==> config.mk <==
export PLATFORM = sky130hd
export DESIGN_NAME = alignment_path_to_cigar_md_top_flat
export DESIGN_NICKNAME = d
export VERILOG_FILES = /design/src/hdl/acmd_pkg.sv /design/src/hdl/acmd_if.sv /design/src/hdl/acmd_front.sv /design/src/hdl/acmd_fifo.sv /design/src/hdl/acmd_back.sv /design/src/hdl/alignment_path_to_cigar_md_top.sv /design/src/flat_wrapper.sv
export SDC_FILE = /design/constraint.sdc
export NUM_CORES = 1
export LEC_CHECK = 0
export BUFFER_PORTS_ARGS = -buffer_cell sky130_fd_sc_hd__buf_2
export CAP_MARGIN = 40
export CORE_MARGIN = 8
export CORE_UTILIZATION = 50
export DETAILED_ROUTE_END_ITERATION = 8
export PLACE_DENSITY = 0.66
export SLEW_MARGIN = 20
export SYNTH_ARGS = -nofsm -noshare
export SYNTH_HDL_FRONTEND = slang
export SYNTH_SLANG_ARGS = --single-unit
==> constraint.sdc <==
create_clock -name clk -period 6.7 [get_ports clk]
set_input_delay 0.67 -clock clk [delete_from_list [all_inputs] [get_ports clk]]
set_output_delay 0.67 -clock clk [all_outputs]
set_load 0.005 [all_outputs]
==> src/hdl/acmd_pkg.sv <==
package acmd_pkg;

    // Column symbols: 0..4 are bases, 5 and above read as gap
    localparam logic [2:0] SYM_GAP = 3'd5;

    // Result kinds
    localparam logic [1:0] KIND_CIGAR = 2'd0;
    localparam logic [1:0] KIND_MD    = 2'd1;
    localparam logic [1:0] KIND_SUM   = 2'd2;

    // CIGAR operation codes on the result channel
    localparam logic [1:0] CIG_M = 2'd0;
    localparam logic [1:0] CIG_I = 2'd1;
    localparam logic [1:0] CIG_D = 2'd2;

    // MD token forms
    localparam logic [1:0] MD_MISMATCH  = 2'd0;
    localparam logic [1:0] MD_DEL_FIRST = 2'd1;
    localparam logic [1:0] MD_DEL_MORE  = 2'd2;
    localparam logic [1:0] MD_FINAL     = 2'd3;

    localparam logic [7:0] READ_LENGTH_RESET = 8'd100;

    // Open run operation
    typedef enum logic [1:0] {
        OP_NONE = 2'd0,
        OP_M    = 2'd1,
        OP_I    = 2'd2,
        OP_D    = 2'd3
    } op_t;

    // Results caused by one column, as the front classifies them
    typedef struct packed {
        logic       close_v;
        logic [1:0] close_op;
        logic [7:0] close_len;
        logic       md_v;
        logic [1:0] md_form;
        logic [7:0] md_count;
        logic [2:0] md_base;
        logic       fin_v;
        logic       fin_run_v;
        logic [1:0] fin_op;
        logic [7:0] fin_len;
        logic [7:0] fin_count;
        logic [7:0] fin_edits;
        logic [7:0] fin_lead;
    } rec_t;

    // One result item
    typedef struct packed {
        logic [1:0] kind;
        logic [1:0] cigar_op;
        logic [7:0] run_length;
        logic [1:0] md_form;
        logic [7:0] md_count;
        logic [2:0] md_base;
        logic [7:0] edit_count;
        logic [7:0] lead_shift;
        logic       last;
    } res_t;

    function automatic logic [7:0] sat_inc(input logic [7:0] v);
        return (v == 8'hFF) ? v : v + 8'd1;
    endfunction

    function automatic logic [1:0] cigar_of(input op_t op);
        logic [1:0] c;
        unique case (op)
            OP_M:    c = CIG_M;
            OP_I:    c = CIG_I;
            OP_D:    c = CIG_D;
            default: c = CIG_M;
        endcase
        return c;
    endfunction

endpackage

==> src/hdl/acmd_if.sv <==
interface acmd_col_if;
    logic       valid;
    logic       ready;
    logic [2:0] read_base;
    logic [2:0] ref_base;
    logic       path_end;

    modport source (output valid, read_base, ref_base, path_end, input ready);
    modport sink (input valid, read_base, ref_base, path_end, output ready);
endinterface

interface acmd_res_if;
    logic       valid;
    logic       ready;
    logic [1:0] kind;
    logic [1:0] cigar_op;
    logic [7:0] run_length;
    logic [1:0] md_form;
    logic [7:0] md_count;
    logic [2:0] md_base;
    logic [7:0] edit_count;
    logic [7:0] lead_shift;
    logic       last;

    modport source (output valid, kind, cigar_op, run_length, md_form, md_count, md_base,
                    edit_count, lead_shift, last, input ready);
    modport sink (input valid, kind, cigar_op, run_length, md_form, md_count, md_base,
                  edit_count, lead_shift, last, output ready);
endinterface

==> src/hdl/acmd_front.sv <==
module acmd_front
    import acmd_pkg::*;
(
    input  logic       clk,
    input  logic       rst_n,
    input  logic       cfg_wr_en,
    input  logic [7:0] cfg_wr_data,
    acmd_col_if.sink   col,
    input  logic       q_full,
    output logic       q_push,
    output rec_t       q_rec
);

    typedef enum logic [2:0] {
        PH_LEAD = 3'b001,
        PH_ENC  = 3'b010,
        PH_DONE = 3'b100
    } phase_t;

    logic [7:0] read_length_reg;
    phase_t     phase_reg, phase_next;
    op_t        op_reg, op_next;
    logic [7:0] run_reg, run_next;
    logic [7:0] match_reg, match_next;
    logic       indel_reg, indel_next;
    logic [7:0] bases_reg, bases_next;
    logic [7:0] edits_reg, edits_next;
    logic [7:0] skip_reg, skip_next;

    logic fire;
    logic rg, fg;
    op_t  cls;
    logic fin;
    logic done;
    rec_t rec;

    assign col.ready = !q_full;
    assign fire      = col.valid && col.ready;
    assign rg        = col.read_base >= SYM_GAP;
    assign fg        = col.ref_base >= SYM_GAP;

    // Classify the column
    always_comb
    begin
        priority if (!rg && !fg)
            cls = OP_M;
        else if (!rg)
            cls = OP_I;
        else if (!fg)
            cls = OP_D;
        else
            cls = OP_NONE;
    end

    // Update run state and collect the results of the column
    always_comb
    begin
        phase_next = phase_reg;
        op_next    = op_reg;
        run_next   = run_reg;
        match_next = match_reg;
        indel_next = indel_reg;
        bases_next = bases_reg;
        edits_next = edits_reg;
        skip_next  = skip_reg;
        rec        = '0;
        fin        = 1'b0;
        done       = 1'b0;

        if (fire)
        begin
            if (phase_reg == PH_DONE)
            begin
                if (col.path_end)
                    phase_next = PH_LEAD;
            end
            else if (phase_reg == PH_LEAD && rg)
            begin
                skip_next = sat_inc(skip_reg);
                fin       = col.path_end;
            end
            else
            begin
                phase_next = PH_ENC;
                if (cls != OP_NONE)
                begin
                    // close a run on change of operation
                    if (op_reg != OP_NONE && op_reg != cls)
                    begin
                        rec.close_v   = 1'b1;
                        rec.close_op  = cigar_of(op_reg);
                        rec.close_len = run_reg;
                        run_next      = 8'd0;
                    end
                    op_next  = cls;
                    run_next = sat_inc(run_next);

                    if (cls == OP_D)
                    begin
                        edits_next  = sat_inc(edits_reg);
                        rec.md_v    = 1'b1;
                        rec.md_base = col.ref_base;
                        if (indel_reg)
                        begin
                            rec.md_form  = MD_DEL_MORE;
                            rec.md_count = 8'd0;
                        end
                        else
                        begin
                            rec.md_form  = MD_DEL_FIRST;
                            rec.md_count = match_reg;
                        end
                        match_next = 8'd0;
                        indel_next = 1'b1;
                    end
                    else
                    begin
                        if (cls == OP_M)
                        begin
                            if (col.read_base != col.ref_base)
                            begin
                                rec.md_v     = 1'b1;
                                rec.md_form  = MD_MISMATCH;
                                rec.md_count = match_reg;
                                rec.md_base  = col.ref_base;
                                match_next   = 8'd0;
                                edits_next   = sat_inc(edits_reg);
                            end
                            else
                            begin
                                match_next = sat_inc(match_reg);
                            end
                        end
                        else
                        begin
                            edits_next = sat_inc(edits_reg);
                        end
                        indel_next = 1'b0;
                        bases_next = sat_inc(bases_reg);
                        done       = (bases_next == read_length_reg);
                    end
                end
                fin = done || col.path_end;
            end

            // Close the alignment and clear for the next one
            if (fin)
            begin
                rec.fin_v     = 1'b1;
                rec.fin_run_v = (op_next != OP_NONE);
                rec.fin_op    = cigar_of(op_next);
                rec.fin_len   = run_next;
                rec.fin_count = match_next;
                rec.fin_edits = edits_next;
                rec.fin_lead  = skip_next;
                op_next       = OP_NONE;
                run_next      = 8'd0;
                match_next    = 8'd0;
                indel_next    = 1'b0;
                bases_next    = 8'd0;
                edits_next    = 8'd0;
                skip_next     = 8'd0;
                phase_next    = col.path_end ? PH_LEAD : PH_DONE;
            end
        end
    end

    assign q_push = fire && (rec.close_v || rec.md_v || rec.fin_v);
    assign q_rec  = rec;

    // Hold configuration
    always_ff @(posedge clk or negedge rst_n)
    begin
        if (!rst_n)
            read_length_reg <= READ_LENGTH_RESET;
        else if (cfg_wr_en)
            read_length_reg <= cfg_wr_data;
    end

    // Advance alignment state
    always_ff @(posedge clk or negedge rst_n)
    begin
        if (!rst_n)
        begin
            phase_reg <= PH_LEAD;
            op_reg    <= OP_NONE;
            run_reg   <= 8'd0;
            match_reg <= 8'd0;
            indel_reg <= 1'b0;
            bases_reg <= 8'd0;
            edits_reg <= 8'd0;
            skip_reg  <= 8'd0;
        end
        else
        begin
            phase_reg <= phase_next;
            op_reg    <= op_next;
            run_reg   <= run_next;
            match_reg <= match_next;
            indel_reg <= indel_next;
            bases_reg <= bases_next;
            edits_reg <= edits_next;
            skip_reg  <= skip_next;
        end
    end

endmodule

==> src/hdl/acmd_fifo.sv <==
module acmd_fifo
    import acmd_pkg::*;
#(
    parameter int DEPTH = 4
)
(
    input  logic clk,
    input  logic rst_n,
    input  logic push,
    input  rec_t push_rec,
    output logic full,
    input  logic pop,
    output rec_t head,
    output logic empty
);

    localparam int PTR_W = (DEPTH > 1) ? $clog2(DEPTH) : 1;
    localparam int CNT_W = $clog2(DEPTH + 1);

    rec_t             mem [DEPTH];
    logic [PTR_W-1:0] wr_ptr_reg, wr_ptr_next;
    logic [PTR_W-1:0] rd_ptr_reg, rd_ptr_next;
    logic [CNT_W-1:0] count_reg, count_next;

    assign full  = (count_reg == CNT_W'(DEPTH));
    assign empty = (count_reg == '0);
    assign head  = mem[rd_ptr_reg];

    // Advance pointers and fill count
    always_comb
    begin
        wr_ptr_next = wr_ptr_reg;
        rd_ptr_next = rd_ptr_reg;
        count_next  = count_reg;
        if (push)
            wr_ptr_next = (wr_ptr_reg == PTR_W'(DEPTH - 1)) ? '0 : wr_ptr_reg + 1'b1;
        if (pop)
            rd_ptr_next = (rd_ptr_reg == PTR_W'(DEPTH - 1)) ? '0 : rd_ptr_reg + 1'b1;
        if (push && !pop)
            count_next = count_reg + 1'b1;
        else if (pop && !push)
            count_next = count_reg - 1'b1;
    end

    always_ff @(posedge clk or negedge rst_n)
    begin
        if (!rst_n)
        begin
            wr_ptr_reg <= '0;
            rd_ptr_reg <= '0;
            count_reg  <= '0;
        end
        else
        begin
            wr_ptr_reg <= wr_ptr_next;
            rd_ptr_reg <= rd_ptr_next;
            count_reg  <= count_next;
        end
    end

    // Store entries
    always_ff @(posedge clk)
    begin
        if (push)
            mem[wr_ptr_reg] <= push_rec;
    end

endmodule

==> src/hdl/acmd_back.sv <==
module acmd_back
    import acmd_pkg::*;
(
    input  logic       clk,
    input  logic       rst_n,
    input  rec_t       head,
    input  logic       empty,
    output logic       pop,
    acmd_res_if.source res
);

    // Slot order: closed run, column MD token, open run, final count, summary
    logic [4:0] served_reg, served_next;
    logic [4:0] mask;
    logic [4:0] rem;
    logic [4:0] sel;
    logic       last_one;
    logic       load;
    res_t       pick;
    res_t       out_reg;
    logic       out_valid_reg, out_valid_next;

    assign mask     = {head.fin_v, head.fin_v, head.fin_v && head.fin_run_v,
                       head.md_v, head.close_v};
    assign rem      = mask & ~served_reg;
    assign sel      = rem & (~rem + 5'd1);
    assign last_one = (rem & ~sel) == 5'd0;
    assign load     = !empty && (!out_valid_reg || res.ready);
    assign pop      = load && last_one;

    // Build the result of the lowest pending slot
    always_comb
    begin
        pick = '0;
        priority if (rem[0])
        begin
            pick.kind       = KIND_CIGAR;
            pick.cigar_op   = head.close_op;
            pick.run_length = head.close_len;
        end
        else if (rem[1])
        begin
            pick.kind     = KIND_MD;
            pick.md_form  = head.md_form;
            pick.md_count = head.md_count;
            pick.md_base  = head.md_base;
        end
        else if (rem[2])
        begin
            pick.kind       = KIND_CIGAR;
            pick.cigar_op   = head.fin_op;
            pick.run_length = head.fin_len;
        end
        else if (rem[3])
        begin
            pick.kind     = KIND_MD;
            pick.md_form  = MD_FINAL;
            pick.md_count = head.fin_count;
        end
        else
        begin
            pick.kind       = KIND_SUM;
            pick.edit_count = head.fin_edits;
            pick.lead_shift = head.fin_lead;
            pick.last       = 1'b1;
        end
    end

    // Track served slots and output valid
    always_comb
    begin
        served_next    = served_reg;
        out_valid_next = out_valid_reg;
        if (res.ready)
            out_valid_next = 1'b0;
        if (load)
        begin
            out_valid_next = 1'b1;
            served_next    = pop ? 5'd0 : (served_reg | sel);
        end
    end

    always_ff @(posedge clk or negedge rst_n)
    begin
        if (!rst_n)
        begin
            served_reg    <= 5'd0;
            out_valid_reg <= 1'b0;
        end
        else
        begin
            served_reg    <= served_next;
            out_valid_reg <= out_valid_next;
        end
    end

    // Hold the output transaction
    always_ff @(posedge clk)
    begin
        if (load)
            out_reg <= pick;
    end

    assign res.valid      = out_valid_reg;
    assign res.kind       = out_reg.kind;
    assign res.cigar_op   = out_reg.cigar_op;
    assign res.run_length = out_reg.run_length;
    assign res.md_form    = out_reg.md_form;
    assign res.md_count   = out_reg.md_count;
    assign res.md_base    = out_reg.md_base;
    assign res.edit_count = out_reg.edit_count;
    assign res.lead_shift = out_reg.lead_shift;
    assign res.last       = out_reg.last;

    a_pop_nonempty: assert property (@(posedge clk) disable iff (!rst_n)
        pop |-> !empty)
        else $error("pop from empty queue");

    a_served_in_mask: assert property (@(posedge clk) disable iff (!rst_n)
        !empty |-> ((served_reg & ~mask) == 5'd0))
        else $error("served slot not present in head entry");

    a_summary_last: assert property (@(posedge clk) disable iff (!rst_n)
        (load && sel[4]) |=> (res.valid && res.last && res.kind == KIND_SUM))
        else $error("summary not marked last");

    a_served_cleared: assert property (@(posedge clk) disable iff (!rst_n)
        pop |=> (served_reg == 5'd0))
        else $error("served mask not cleared on pop");

endmodule

==> src/hdl/alignment_path_to_cigar_md_top.sv <==
// Channel  Role    Transaction
// -------  ------  -----------------------------------------------------------
// col      in      one alignment column: read_base, ref_base, path_end
// res      out     one CIGAR run, MD token or closing summary
// cfg      in      cfg_wr_en / cfg_wr_data write read_length, no read-back
//
// A column is taken every cycle while the result queue has room; the front
// updates all counters in that cycle, and its results pass through the queue
// and then the registered output. Results leave one per cycle while res is ready,
// from a registered output; a column causes zero to five, so the output port sets
// the sustained rate during bursts of closings. Reset clears all counters, the
// queue and the output, and sets read_length to 100. A stalled res side fills the
// QUEUE_DEPTH-entry queue before col stalls.
module alignment_path_to_cigar_md_top
    import acmd_pkg::*;
#(
    parameter int QUEUE_DEPTH = 4
)
(
    input  logic       clk,
    input  logic       rst_n,
    input  logic       cfg_wr_en,
    input  logic [7:0] cfg_wr_data,
    acmd_col_if.sink   col,
    acmd_res_if.source res
);

    logic q_push;
    logic q_full;
    logic q_pop;
    logic q_empty;
    rec_t q_in;
    rec_t q_head;

    acmd_front u_front (
        .clk         (clk),
        .rst_n       (rst_n),
        .cfg_wr_en   (cfg_wr_en),
        .cfg_wr_data (cfg_wr_data),
        .col         (col),
        .q_full      (q_full),
        .q_push      (q_push),
        .q_rec       (q_in)
    );

    acmd_fifo #(
        .DEPTH (QUEUE_DEPTH)
    ) u_fifo (
        .clk      (clk),
        .rst_n    (rst_n),
        .push     (q_push),
        .push_rec (q_in),
        .full     (q_full),
        .pop      (q_pop),
        .head     (q_head),
        .empty    (q_empty)
    );

    acmd_back u_back (
        .clk   (clk),
        .rst_n (rst_n),
        .head  (q_head),
        .empty (q_empty),
        .pop   (q_pop),
        .res   (res)
    );

endmodule
==> src/flat_wrapper.sv <==
// flat-port wrapper written by rule: the top's interface ports become plain ports
module alignment_path_to_cigar_md_top_flat import acmd_pkg::*;
#(
    parameter int QUEUE_DEPTH = 4
)
  (clk, rst_n, cfg_wr_en, cfg_wr_data, col_valid, col_read_base, col_ref_base, col_path_end, col_ready, res_valid, res_kind, res_cigar_op, res_run_length, res_md_form, res_md_count, res_md_base, res_edit_count, res_lead_shift, res_last, res_ready);
  acmd_col_if col_i ();
  acmd_res_if res_i ();
  input  logic clk;
  input  logic rst_n;
  input  logic cfg_wr_en;
  input  logic [7:0] cfg_wr_data;
  input wire logic [$bits(col_i.valid)-1:0] col_valid;
  input wire logic [$bits(col_i.read_base)-1:0] col_read_base;
  input wire logic [$bits(col_i.ref_base)-1:0] col_ref_base;
  input wire logic [$bits(col_i.path_end)-1:0] col_path_end;
  output wire logic [$bits(col_i.ready)-1:0] col_ready;
  output wire logic [$bits(res_i.valid)-1:0] res_valid;
  output wire logic [$bits(res_i.kind)-1:0] res_kind;
  output wire logic [$bits(res_i.cigar_op)-1:0] res_cigar_op;
  output wire logic [$bits(res_i.run_length)-1:0] res_run_length;
  output wire logic [$bits(res_i.md_form)-1:0] res_md_form;
  output wire logic [$bits(res_i.md_count)-1:0] res_md_count;
  output wire logic [$bits(res_i.md_base)-1:0] res_md_base;
  output wire logic [$bits(res_i.edit_count)-1:0] res_edit_count;
  output wire logic [$bits(res_i.lead_shift)-1:0] res_lead_shift;
  output wire logic [$bits(res_i.last)-1:0] res_last;
  input wire logic [$bits(res_i.ready)-1:0] res_ready;
  assign col_i.valid = col_valid;
  assign col_i.read_base = col_read_base;
  assign col_i.ref_base = col_ref_base;
  assign col_i.path_end = col_path_end;
  assign col_ready = col_i.ready;
  assign res_valid = res_i.valid;
  assign res_kind = res_i.kind;
  assign res_cigar_op = res_i.cigar_op;
  assign res_run_length = res_i.run_length;
  assign res_md_form = res_i.md_form;
  assign res_md_count = res_i.md_count;
  assign res_md_base = res_i.md_base;
  assign res_edit_count = res_i.edit_count;
  assign res_lead_shift = res_i.lead_shift;
  assign res_last = res_i.last;
  assign res_i.ready = res_ready;
  alignment_path_to_cigar_md_top #(.QUEUE_DEPTH(QUEUE_DEPTH)) u_core (.clk(clk), .rst_n(rst_n), .cfg_wr_en(cfg_wr_en), .cfg_wr_data(cfg_wr_data), .col(col_i), .res(res_i));
endmodule
; Word level (Yosys, flattened, before mapping)
; Memory sizes are Yosys's and may differ from the RTL's.
; Index checks and enable logic that the tools add are counted.
[word_totals]
regBits = 109
ram_bits = 244
in_bits = 20
out_inout_bits = 44
elab_cells = 197
memories = 1
[classes]
addsub = 10
n_lt_le_gt_ge = 2
n_eq_ne = 24
mux = 93
bitwise = 8
reduce_logical = 35
[mem_list]
columns = memory, depth, width, rd, rd_ports_with_merged_regs, wr, line
row1 = u_core.u_fifo.mem, 4, 61, 1, 0, 1, acmd_fifo.sv:20  ; rec_t mem [DEPTH];
[op_table]
columns = cell, n
row1 = 2-to-1 mux 8 bit, 36
row2 = 2-to-1 mux 25 bit, 3
row3 = 2-to-1 mux 10 bit, 7
row4 = 2-to-1 mux 61 bit, 1
row5 = 2-to-1 mux 14 bit, 3
row6 = "adder 8 x 1 -> 8 bit, second input constant", 5
row7 = "== test 8 bit, second input constant", 5
row8 = 2-to-1 mux 36 bit, 1
row9 = 2-to-1 mux 2 bit, 11
row10 = 2-to-1 mux 3 bit, 7
row11 = 2-to-1 mux 1 bit, 20
row12 = AND 5 bit, 3
row13 = inverter 5 bit, 3
row14 = "== test 2 bit, second input constant", 7
row15 = nonzero test 2 bit, 6
row16 = 2-to-1 mux 11 bit, 1
row17 = logical AND 1 bit, 10
row18 = == test 8 bit, 1
row19 = case mux 2 bit (2 select lines), 2
row20 = zero test 1 bit, 7
row21 = "== test 3 bit, second input constant", 2
row22 = ">= comparator 3 bit, second input constant", 2
row23 = "!= test 2 x 1 -> 1 bit, second input constant", 3
row24 = "!= test 3 x 2 -> 1 bit, second input constant", 2
row25 = 20 further kinds, 24

; Depth between registers and ports, before layout
; Gate-level depths: netlist of the first run.
[logic_depth]
depth_word = 25
depth_mapped = 16
ltp_nobuf = 15

; Hierarchy
; From an unflattened synthesis of the first run, not the netlist that was laid out.
[hier_totals]
cells_unflattened = 1016
area_unflattened_um2 = 15429.8
[by_module_without_submodules]
columns = module, instances, cells_each, area_each_um2, seq_area_each_um2
row1 = acmd_fifo, 1, 356, 9291.4, 7502.2
row2 = acmd_front, 1, 534, 4210.3, 1356.3
row3 = acmd_back, 1, 126, 1928.1, 1381.3

; Worst setup path after synthesis of the first run
; OpenSTA, ideal clock, no wires.
[synth_path]
kind = in2reg
startpoint = in col_ref_base[1]
endpoint = mem u_core.u_fifo.mem[0][0] (netlist name), enable pin
setup_time_ns = 0.425
t_arrival_ns = 4.290
required_time_ns = 6.275
slack_ns = 1.985
stages = 11
n_path_buf = 1
path_cell_list = o21ai_0 inv_1 ha_1 clkbuf_1 nor2_1 o31ai_1 o21ba_2 and4_1 a31oi_2 o21ai_2 and2_1
[synth_via]
elab_chain_cells = 20
elab_cells_between_ends = 35
classes_between = order compare (1) / eq/ne (4) / mux (22) / reduce/logical (8)
[synth_rtl]
columns = item, line
row1 = "start, declared", flat_wrapper.sv:15  ; input wire logic [$bits(col_i.ref_base)-1:0] col_ref_base;
row2 = >= comparator 3 bit, acmd_front.sv:40  ; assign fg = col.ref_base >= SYM_GAP;
row3 = 2-to-1 mux 2 bit or zero test 1 bit (tied branches), n/a
row4 = 2-to-1 mux 2 bit or logical AND 1 bit (tied branches), "acmd_front.sv:47, acmd_front.sv:45"
row5 = 2-to-1 mux 2 bit, acmd_front.sv:45  ; priority if (!rg && !fg)
row6 = == test 2 bit, acmd_front.sv:98  ; if (cls == OP_D)
row7 = 2-to-1 mux 1 bit, acmd_front.sv:98
row8 = 2-to-1 mux 1 bit, acmd_front.sv:85  ; if (cls != OP_NONE)
row9 = 2-to-1 mux 1 bit, acmd_front.sv:77  ; else if (phase_reg == PH_LEAD && rg)
row10 = (+5 left out), n/a
row11 = 2-to-1 mux 1 bit, acmd_front.sv:70  ; if (fire)
row12 = 2-to-1 mux 36 bit, acmd_front.sv:147  ; if (fin)
row13 = 2-to-1 mux 61 bit *, acmd_front.sv:70
row14 = logical OR 1 bit *, acmd_front.sv:168  ; assign q_push = fire && (rec.close_v || rec.md_v || rec.fin_v);
row15 = logical AND 1 bit *, acmd_front.sv:168
row16 = named net u_core.q_push, alignment_path_to_cigar_md_top.sv:28  ; logic q_push;
row17 = 2-to-1 mux 1 bit *, acmd_fifo.sv:64  ; if (push)
row18 = 2-to-1 mux 1 bit (implied by the code) *, acmd_fifo.sv:65  ; mem[wr_ptr_reg] <= push_rec;
row19 = "end, declared", acmd_fifo.sv:20
; The timed path passes the listed nets; every way through them passes the cells marked *. The select of a mux whose other input is x is not followed.

; Final worst setup path of the first run
[layout_path]
startpoint = reg u_core.u_fifo.rd_ptr_reg[0]
endpoint = reg u_core.u_fifo.count_reg[1]
[layout_via]
elab_chain_cells = 13
elab_cells_between_ends = 15
classes_between = add/sub (1) / mux (1) / bitwise (5) / reduce/logical (7) / memory (1)
[layout_rtl]
columns = item, line
row1 = "start, declared", acmd_fifo.sv:22  ; logic [PTR_W-1:0] rd_ptr_reg, rd_ptr_next;
row2 = "start signal, assigned", acmd_fifo.sv:56  ; rd_ptr_reg <= rd_ptr_next;
row3 = memory (4 x 61 bit) *, n/a
row4 = logical AND 1 bit, acmd_back.sv:23  ; assign mask = {head.fin_v, head.fin_v, head.fin_v && head.fin_run_v,
row5 = AND 5 bit *, acmd_back.sv:25  ; assign rem = mask & ~served_reg;
row6 = inverter 5 bit, acmd_back.sv:26  ; assign sel = rem & (~rem + 5'd1);
row7 = adder 5 x 1 -> 5 bit, acmd_back.sv:26
row8 = AND 5 bit, acmd_back.sv:26
row9 = inverter 5 bit, acmd_back.sv:27  ; assign last_one = (rem & ~sel) == 5'd0;
row10 = AND 5 bit *, acmd_back.sv:27
row11 = zero test 5 bit *, acmd_back.sv:27
row12 = logical AND 1 bit *, acmd_back.sv:29  ; assign pop = load && last_one;
row13 = zero test 1 bit *, acmd_fifo.sv:39  ; if (push && !pop)
row14 = logical AND 1 bit *, acmd_fifo.sv:39
row15 = 2-to-1 mux 3 bit *, acmd_fifo.sv:39
row16 = named net u_core.u_fifo.count_next[1], acmd_fifo.sv:23  ; logic [CNT_W-1:0] count_reg, count_next;
row17 = "end signal, assigned", acmd_fifo.sv:57  ; count_reg <= count_next;
row18 = "end, declared", acmd_fifo.sv:23
; The timed path passes the listed nets; every way through them passes the cells marked *.
; A chain may end at the register's enable or synchronous reset.

==> results of run 1 <==
worst max-delay path: stages, from the launching register on:
cell      delay, ns
dfrtp_4        0.86
buf_4          0.65
mux4_2         0.60
nand3b_1       0.15
and3_1         0.57
o21a_1         0.20
o21a_1         0.26
inv_1          0.09
ha_1           0.22
inv_1          0.08
fa_1           0.38
mux2_2         0.26
cell usage in the layout, fill, tap and decap left out, types with 6 or more instances in the layout:
master,n
and2_1,19
buf_2,65
nor2_1,74
o21a_1,9
a21oi_1,27
nand2_1,61
xor2_1,10
and3_1,40
o31ai_1,9
mux2i_1,6
o2bb2ai_1,14
xnor2_1,13
buf_4,11
a22o_1,14
mux2_2,8
nor2b_1,6
ha_1,14
nand4_1,7
a31oi_1,13
o21ai_0,42
nor4_1,6
clkbuf_16,39
or2_2,7
or3_1,7
clkinv_2,9
clkbuf_1,7
edfxtp_1,285
dfrtp_1,61
nand2b_1,17
inv_1,37
nand3_1,17
mux4_2,61
nor3_1,18
per-layer routing:
metal / global-route usage [%] / up-vias / routed length [um]
li1: - / 4208 / -
met5: 0 / - / 11
met2: 31.44 / 219 / 16820
met1: 24.07 / 4670 / 14330
met3: 3.268 / 49 / 1756
met4: 4.056 / 2 / 529
power groups by stage:
stage	Sequential (mW)	Combinational [mW]	Clock (mW)
2_1_floorplan	3.24	1.44	0
3_3_place_gp	3.33	2.02	0
3_5_place_dp	3.36	2.06	0
4_1_cts	3.32	2.07	2.15
5_1_grt	3.37	2.21	2.24
6_report	3.31	2.03	2.12
per-stage QoR:
step                      cells  area [um2]
after floorplan            1050       15440
after global placement     1469       16190
after detailed placement   1475       16280
after CTS                  1543       17550
after global routing       1544       17580
final                      1544       17580
final cells by class:
class                      count  share of cell area [%]
sequential                   352                   58.28
inverter                      40                  0.8541
tap                          396                   2.818
timing repair buffer          83                   3.246
multi-input combinational    605                   27.56
clock buffer                  49                   5.936
clock inverter                19                   1.310
final timing paths:
check | to | slack [ns]
hold / removal | u_core.u_back.res.valid$_DFFE_PN0P_ | 0.11
min in group clk | u_core.u_back.res.valid$_DFFE_PN0P_ | 0.35
hold reg to reg | u_core.u_back.served_reg[2]$_DFFE_PN0P_ | 0.49
setup / recovery | u_core.u_fifo.count_reg[1]$_DFFE_PN0P_ | 2.25
max in group asynchronous | u_core.u_front.phase_reg[0]$_DFFE_PN1P_ | 6.02
setup reg to reg | u_core.u_fifo.count_reg[1]$_DFFE_PN0P_ | 2.25
cell families after synthesis:
kind of cell,Yosys count,share of synthesized area [%]
compound gates,192,8.882
mux,76,9.943
simple gates,299,9.854
buf+inv,93,2.431
flops,352,66.32
fa+ha+maj,15,1.264
xor+xnor,23,1.305
cell usage after synthesis (6+ instances only):
cell	number	area share (%)
xnor2_1	13	0.74
nor2b_1	6	0.24
a31oi_1	13	0.53
a22o_1	14	0.79
buf_2	6	0.19
o21a_1	9	0.44
edfxtp_1	285	55
o21ai_1	6	0.19
nand4_1	7	0.28
or3_1	7	0.28
and3_1	40	1.6
o31ai_1	9	0.44
or2_2	7	0.28
and2_1	23	0.93
o2bb2ai_1	14	0.79
nor2_1	74	1.8
nor4_1	6	0.24
nand2b_1	17	0.69
nand2_1	61	1.5
clkbuf_1	38	0.92
mux4_2	61	8.9
o21ai_0	42	1.4
a21oi_1	28	0.91
dfrtp_1	63	10
mux2_2	8	0.58
nand3_1	17	0.55
mux2i_1	6	0.39
ha_1	14	1.1
inv_1	37	0.90
xor2_1	10	0.57
nor3_1	18	0.58
==> results.py, run 1 <==
metrics = {
    "outcome": {
        "status": "finished, final reports clean",
    },
    "route": {
        "avgRoutedWirePerCell_um": 21.66,
        "ant_nets": 0,
        "detail_route.vias_per_cell": 5.925,
        "drtIter0Drc": 717,
        "drc": 0,
        "vias": 9148,
        "first_pass_iters": 5,
        "routed_wirelength_um": 33450,
    },
    "cts": {
        "htreeDepth": 2,
        "cts_setup_buffers": 0,
        "cts_tree": "yes",
        "insertion_delay_ns": 0.51,
        "clkSinkCount": 352,
        "post_cts_resized": 0,
        "cts_buffers": 37,
        "cts.path.max_buffers": 3,
        "clk_pin_slew_ns": 0.06,
        "cts_root_buf": "clkbuf_16",
        "hold_buffers": 0,
    },
    "logic_synthesis": {
        "syn_area_um2": 15440,
        "synth_nets": 1085,
        "synth_edf_count": 285,
        "syn_area_per_cell_um2": 14.70,
        "syn_inst": 1050,
        "synth-seq-cells": 352,
        "yosysSeqAreaShare_pct": 66.32,
        "synthArstFlopShare_pct": 19.03,
        "ys_types": 73,
        "synth_warnings": 0,
        "synth_ff_type": "edfxtp_1",
    },
    "power_and_ir_drop": {
        "power_frac_seq_pct": 44.4,
        "share_comb_of_total_power_pct": 27.3,
        "p_leak_nw": 6.404,
        "p_int_mw": 5.207,
        "p_sw_share_pct": 30.16,
        "pwr-share-clk_pct": 28.4,
        "powerDensity_nw_per_um2": 424.1,
        "power_mw": 7.456,
        "p_switching_mw": 2.249,
        "peakVddDrop_mv": 0.2769,
    },
    "timing": {
        "finalSetupTns_ns": 0,
        "tightest_slew_ns": 0.8787,
        "fmax_ghz": 0.2247,
        "maxSlewViolCount": 0,
        "max_slew_margin_pct": 41.42,
        "hold_slack_ns": 0.1063,
        "finClkSkew_ns": 0.008611,
        "setup_viol": 0,
        "fin_ws_ns": 2.250,
        "hold_viol_final": 0,
        "fin_crit_sh_pct": 66.42,
        "fin_crit_ns": 4.450,
        "rsz0062_at_grt": "false",
    },
    "critical_path": {
        "crit_path_max_fanout": 34,
        "crit_arrival_ns": 4.85,
        "worstSetupPathType": "flip-flop to flip-flop",
        "r2r-start": "u_core.u_fifo.rd_ptr_reg[0]$_DFFE_PN0P_",
        "worstSetupEndpointType": "flip-flop",
        "worst-r2r-cell-count": 11,
        "worst_setup_path_start_kind": "flip-flop",
        "worst-endpoint-required_ns": 7.10,
        "startpoint": "u_core.u_fifo.rd_ptr_reg[0]$_DFFE_PN0P_",
    },
    "placed_design": {
        "gp_congestion": 0.8954,
        "hpwl_um": 21370,
        "port-buffer-count": 63,
        "pre_cts_ws_ns": 1.721,
    },
    "floorplanning": {
        "die-height_um": 191.7,
        "num_io_pins": 64,
        "start_util_pct": 50.61,
        "placementRows": 64,
        "coreArea_um2": 30510,
        "die_w_um": 191.7,
        "die-area_um2": 36760,
    },
    "grt": {
        "grt_max_degree": 52,
        "grt_pass1_vias": 9269,
        "grt-ovfl-total": 0,
        "grt_pass1_wl_um": 52400,
        "grt_usage_pct": 18.31,
        "antenna_found_initial": 1,
    },
    "cells_and_area": {
        "drive_gt1_share_pct": 21.52,
        "utilization_pct": 57.62,
        "final-seq-area_um2": 10240,
        "fin_nets": 1154,
        "top_register": "u_core.u_fifo.mem",
        "largest_register_ff_count": 244,
        "antennaDiodeCount": 0,
        "multi_input_area_um2": 4845,
        "syn_to_final_growth_pct": 13.86,
        "fill_cells": 2362,
    },
    "worst_hold_path": {
        "hp-class": "primary input to asynchronous set/reset pin",
    },
    "job": {
        "cap_viol_max_count": 0,
    },
}
Power figures use the tool's default switching activity.
==> run 2, diff against run 1 <==
- clock period: 6.7 -> 4.5 ns (I/O delays scaled with it)
==> results.py, run 2 (synthesized netlist as in run 1, its figures left out) <==
metrics = {
    "power_and_ir_drop": {
        "p_leak_nw": 6.398,
        "p_switching_mw": 3.291,
        "power_frac_seq_pct": 44.5,
        "powerDensity_nw_per_um2": 621.1,
        "share_comb_of_total_power_pct": 28.6,
        "p_sw_share_pct": 30.27,
        "pwr-share-clk_pct": 26.9,
        "p_int_mw": 7.583,
        "peakVddDrop_mv": 0.2944,
    },
    "critical_path": {
        "worst-endpoint-required_ns": 4.94,
        "crit_path_max_fanout": 9,
        "rrSetupSlack_ns": 0.66,
        "slowest_delay_ns": 0.48,
        "worst_setup_path_start_kind": "flip-flop",
        "path_cells": "ha_1, and3_1, a211oi_1, a32o_1, a2111oi_4, a31oi_2, o21ai_2, ha_1, inv_1, fa_1, xor2_1, nor2_1, xor2_1",
        "slowest_stage": "a2111oi_4",
        "crit_arrival_ns": 4.28,
        "worstSetupPathType": "flip-flop to flip-flop",
        "worstSetupEndpointType": "flip-flop",
    },
    "cts": {
        "hold_buffers": 1,
        "cts_buffers": 38,
        "htreeDepth": 2,
        "cts_setup_buffers": 0,
        "cts_tree": "yes",
        "post_cts_resized": 0,
        "clk_pin_slew_ns": 0.06,
        "clkSinkCount": 352,
        "cts.path.max_buffers": 3,
        "insertion_delay_ns": 0.52,
        "cts_root_buf": "clkbuf_16",
    },
    "timing": {
        "fin_ws_ns": 0.6579,
        "setup_viol": 0,
        "rsz0062_at_grt": "false",
        "finClkSkew_ns": 0.01626,
        "finalSetupTns_ns": 0,
        "tightest_slew_ns": 0.7597,
        "fmax_ghz": 0.2603,
        "max_slew_margin_pct": 49.01,
        "fin_crit_sh_pct": 85.38,
        "maxSlewViolCount": 0,
        "fin_crit_ns": 3.842,
        "hold_viol_final": 0,
    },
    "grt": {
        "grt_pass1_vias": 9174,
        "grt-ovfl-total": 0,
        "grt_pass1_wl_um": 52160,
        "grt_usage_pct": 18.12,
        "antenna_found_initial": 0,
        "grt_max_degree": 47,
    },
    "cells_and_area": {
        "syn_to_final_growth_pct": 13.40,
        "layout_common_cells": "edfxtp_1, nor2_1, buf_2",
        "layout.cells.most_common": "edfxtp_1",
        "fin_nets": 1169,
        "antennaDiodeCount": 0,
        "utilization_pct": 57.39,
        "drive_gt1_share_pct": 21.34,
        "largest_register_ff_count": 244,
        "top_register": "u_core.u_fifo.mem",
        "fill_cells": 2383,
    },
    "route": {
        "vias": 9229,
        "drtIter0Drc": 721,
        "avgRoutedWirePerCell_um": 21.14,
        "first_pass_iters": 5,
        "ant_nets": 0,
        "detail_route.vias_per_cell": 5.924,
        "routed_wirelength_um": 32940,
        "drc": 0,
    },
    "outcome": {
        "status": "finished, final reports clean",
    },
    "floorplanning": {
        "die-area_um2": 36760,
        "die-height_um": 191.7,
        "start_util_pct": 50.61,
        "die_w_um": 191.7,
        "num_io_pins": 64,
        "placementRows": 64,
        "coreArea_um2": 30510,
    },
    "worst_hold_path": {
        "hp-class": "primary input to flip-flop",
    },
    "placed_design": {
        "gp_congestion": 0.8457,
        "port-buffer-count": 63,
        "hpwl_um": 21540,
        "pre_cts_ws_ns": 0.5175,
    },
    "job": {
        "cap_viol_max_count": 0,
    },
}
## run 2: critical path, delay by kind of cell, from the launching register on
family                   cells  cell delay (ns)
AO/OA/AOI/OAI                5             1.41
adder cells (fa/ha/maj)      3             1.02
AND/OR/NAND/NOR              2             0.49
flip-flops                   1             0.47
XOR/XNOR                     2             0.30
buffers and inverters        1             0.07
## run 2: layout make-up
type	count	area, um2	area share, %
Sequential cell	352	10240	58.51
Inverter	40	150.1	0.8576
Clock inverter	16	123.9	0.7075
Clock buffer	52	1045	5.967
Multi-Input combinational cell	605	4841	27.65
Tap cell	396	495.5	2.830
Timing Repair Buffer	97	608.1	3.473
## run 2: layer usage
layer | up-vias | track usage, % | share of wire [%]
li1 | 4235 | - | -
met1 | 4665 | 24.99 | 43
met2 | 278 | 29.52 | 49
met3 | 51 | 3.105 | 5.9
met4 | 0 | 4.825 | 2.3
met5 | - | 0 | 0
## run 2: path summary, 6_finish.rpt
kind / startpoint / endpoint / depth (start not counted)
worst min register to register: u_core.u_back.served_reg[0]$_DFFE_PN0P_ / u_core.u_back.served_reg[0]$_DFFE_PN0P_ / 2
min in group asynchronous: rst_n / u_core.u_front.bases_reg[6]$_DFFE_PN0P_ / 2
worst max register to register: u_core.u_front.bases_reg[0]$_DFFE_PN0P_ / u_core.u_fifo.count_reg[2]$_DFFE_PN0P_ / 13
worst min-delay path: res_ready / u_core.u_back.res.valid$_DFFE_PN0P_ / 2
worst max-delay path: u_core.u_front.bases_reg[0]$_DFFE_PN0P_ / u_core.u_fifo.count_reg[2]$_DFFE_PN0P_ / 13
max in group asynchronous: rst_n / u_core.u_fifo.rd_ptr_reg[0]$_DFFE_PN0P_ / 3
## run 2: stage by stage
step	cells	power, mW	hold WS [ns]	area, um2
6_report	1558	10.87	0.1309	17510
3_3_place_gp	1485	8.010	0.4669	16290
4_1_cts	1558	11.02	0.1238	17510
5_1_grt	1558	11.45	0.1389	17510
2_1_floorplan	1050	6.968	0.1544	15440
3_5_place_dp	1489	8.078	0.3295	16330
## run 2: power groups by stage
stage	Sequential (mW)	Clock (mW)	Combinational, mW
after floorplan	4.83	0	2.14
after global placement	4.88	0	3.13
after detailed placement	4.90	0	3.18
after CTS	4.84	2.99	3.19
after global routing	4.91	3.12	3.42
final	4.83	2.93	3.11
==> run 3, diff against run 2 <==
- CTS_BUF_LIST: not set -> sky130_fd_sc_hd__clkbuf_8
- CTS_CLUSTER_DIAMETER: not set -> 50
- clock period: 4.5 -> 4.8 ns (I/O delays scaled with it)
==> results.py, run 3 (synthesized netlist as in run 1, its figures left out) <==
metrics = {
    "floorplanning": {
        "placementRows": 64,
        "die_w_um": 191.7,
        "die-area_um2": 36760,
        "start_util_pct": 50.61,
        "die-height_um": 191.7,
        "num_io_pins": 64,
        "coreArea_um2": 30510,
    },
    "placed_design": {
        "placed_area_um2": 16330,
        "gp_congestion": 0.8634,
        "port-buffer-count": 63,
        "hpwl_um": 21680,
    },
    "timing": {
        "maxSlewViolCount": 0,
        "setup_viol": 0,
        "fin_crit_ns": 3.896,
        "rsz0062_at_grt": "false",
        "fmax_ghz": 0.2567,
        "fin_crit_sh_pct": 81.16,
        "finalSetupTns_ns": 0,
        "finClkSkew_ns": 0.03275,
        "hold_viol_final": 0,
        "tightest_slew_ns": 0.8047,
        "max_slew_margin_pct": 46.35,
    },
    "cts": {
        "cts_root_buf": "clkbuf_8",
        "clkSinkCount": 352,
        "insertion_delay_ns": 0.60,
        "cts_buffers": 57,
        "cts_tree": "yes",
        "clk_pin_slew_ns": 0.06,
        "cts_setup_buffers": 0,
        "cts.path.max_buffers": 3,
        "htreeDepth": 2,
    },
    "critical_path": {
        "regToRegEndpoint": "u_core.u_fifo.mem[3][45]$_DFFE_PP_",
        "worst-endpoint-required_ns": 5.05,
        "r2r-start": "u_core.u_front.bases_reg[1]$_DFFE_PN0P_",
        "rrSetupSlack_ns": 0.90,
        "worst_setup_path_start_kind": "flip-flop",
        "worst-r2r-cell-count": 9,
        "worstSetupEndpointType": "flip-flop",
        "crit_path_max_fanout": 36,
        "path_delay_family": "compound AO/OA/AOI/OAI gates",
        "slowest_delay_ns": 0.73,
        "slowest_stage": "and2_2",
        "cp.buffers_inverters": 1,
        "crit_cells": 9,
        "worstSetupPathType": "flip-flop to flip-flop",
        "path_cells": "ha_1, and3_1, a211oi_1, a32o_1, a2111oi_4, a31oi_2, o21ai_2, and2_2, buf_12",
        "crit_arrival_ns": 4.15,
    },
    "worst_hold_path": {
        "hp-class": "primary input to flip-flop",
        "hold_depth": 2,
        "hold_path_end": "u_core.u_back.res.valid$_DFFE_PN0P_",
        "hold_start": "res_ready",
    },
    "power_and_ir_drop": {
        "p_leak_nw": 6.493,
        "powerDensity_nw_per_um2": 572.2,
        "peakVddDrop_mv": 0.2420,
    },
    "route": {
        "first_pass_iters": 5,
        "avgRoutedWirePerCell_um": 21.14,
        "drtIter0Drc": 649,
        "drc": 0,
        "detail_route.vias_per_cell": 5.844,
        "routed_wirelength_um": 33660,
        "ant_nets": 0,
        "vias": 9303,
    },
    "cells_and_area": {
        "syn_to_final_growth_pct": 13.57,
        "largest_register_ff_count": 244,
        "multi_input_area_um2": 4846,
        "stdcell_area_um2": 17540,
        "final-seq-area_um2": 10240,
        "top_register": "u_core.u_fifo.mem",
        "layout.cells.most_common": "edfxtp_1",
        "layout_common_cells": "edfxtp_1, nor2_1, clkbuf_8",
        "utilization_pct": 57.48,
        "antennaDiodeCount": 0,
        "fill_cells": 2397,
        "fin_nets": 1184,
        "drive_gt1_share_pct": 22.83,
    },
    "job": {
        "cap_viol_max_count": 0,
    },
    "grt": {
        "grt_usage_pct": 18.50,
        "grt_max_degree": 47,
        "grt_pass1_vias": 9654,
        "grt-ovfl-total": 0,
        "grt_pass1_wl_um": 53140,
        "antenna_found_initial": 0,
    },
    "outcome": {
        "status": "finished, final reports clean",
    },
}
[run 3: cell types whose count changed in the layout (fill, tap and decap cells not counted), sizes merged]
cell,previous run,this run
inv,39,62
clkbuf,52,67
buf,96,92
clkinv,15,11
clkinvlp,0,4
[run 3: power by group]
group / switching (mW) / internal, mW / total (mW) / leakage [nW]
Sequential: 0.258 / 4.23 / 4.48 / 3.56
Clock: 1.15 / 1.37 / 2.53 / 0.662
Combinational: 1.72 / 1.30 / 3.02 / 2.27
[run 3: what timing repair did]
action                    4_1_cts  5_1_grt
resized for setup               0        0
hold endpoints to repair       14        0
hold buffers                    1        0
[run 3: metal layers]
metal | GRT usage, % | part of all wire (%) | up-vias | wire length, um
li1 | - | - | 4271 | -
met1 | 24.57 | 44 | 4712 | 14860
met2 | 30.85 | 49 | 265 | 16470
met3 | 3.304 | 5.0 | 55 | 1691
met4 | 5.536 | 1.9 | 0 | 643
met5 | 0 | 0 | - | 0
[run 3: layout make-up]
cell class                 count  share of cell area, %
sequential                   352                  58.42
multi-input combinational    605                  27.63
clock buffer                  67                  5.259
timing repair buffer          93                  3.753
tap                          396                  2.826
clock inverter                39                  1.249
inverter                      40                 0.8562
[run 3: worst max-delay path by stage]
stage                                         end  slack, ns                               startpoint
6_report       u_core.u_fifo.mem[3][45]$_DFFE_PP_       0.90  u_core.u_front.bases_reg[1]$_DFFE_PN0P_
5_1_grt        u_core.u_fifo.mem[3][45]$_DFFE_PP_       0.60  u_core.u_front.bases_reg[1]$_DFFE_PN0P_
4_1_cts        u_core.u_fifo.mem[1][41]$_DFFE_PP_       0.89  u_core.u_front.bases_reg[1]$_DFFE_PN0P_
3_5_place_dp   u_core.u_fifo.mem[1][20]$_DFFE_PP_       0.54                         col_read_base[0]
3_3_place_gp   u_core.u_fifo.mem[1][36]$_DFFE_PP_       0.64                         col_read_base[0]
2_1_floorplan   u_core.u_fifo.mem[0][0]$_DFFE_PP_       0.28                          col_ref_base[1]
[run 3: metrics by stage]
step	hold WS (ns)	total power, mW	setup WS (ns)	std cells
6_report	0.09817	10.03	0.9045	1592
3_3_place_gp	0.4710	7.489	0.6435	1478
2_1_floorplan	0.1844	6.532	0.2750	1050
3_5_place_dp	0.4399	7.589	0.5391	1483
4_1_cts	0.08051	10.13	0.8861	1590
5_1_grt	0.1058	10.58	0.6002	1592
[run 3: worst register-to-register path: stages (launching register included)]
cell       delay [ns]
dfrtp_1          0.45
ha_1             0.31
and3_1           0.35
a211oi_1         0.16
a32o_1           0.25
a2111oi_4        0.45
a31oi_2          0.18
o21ai_2          0.32
and2_2           0.73
buf_12           0.34
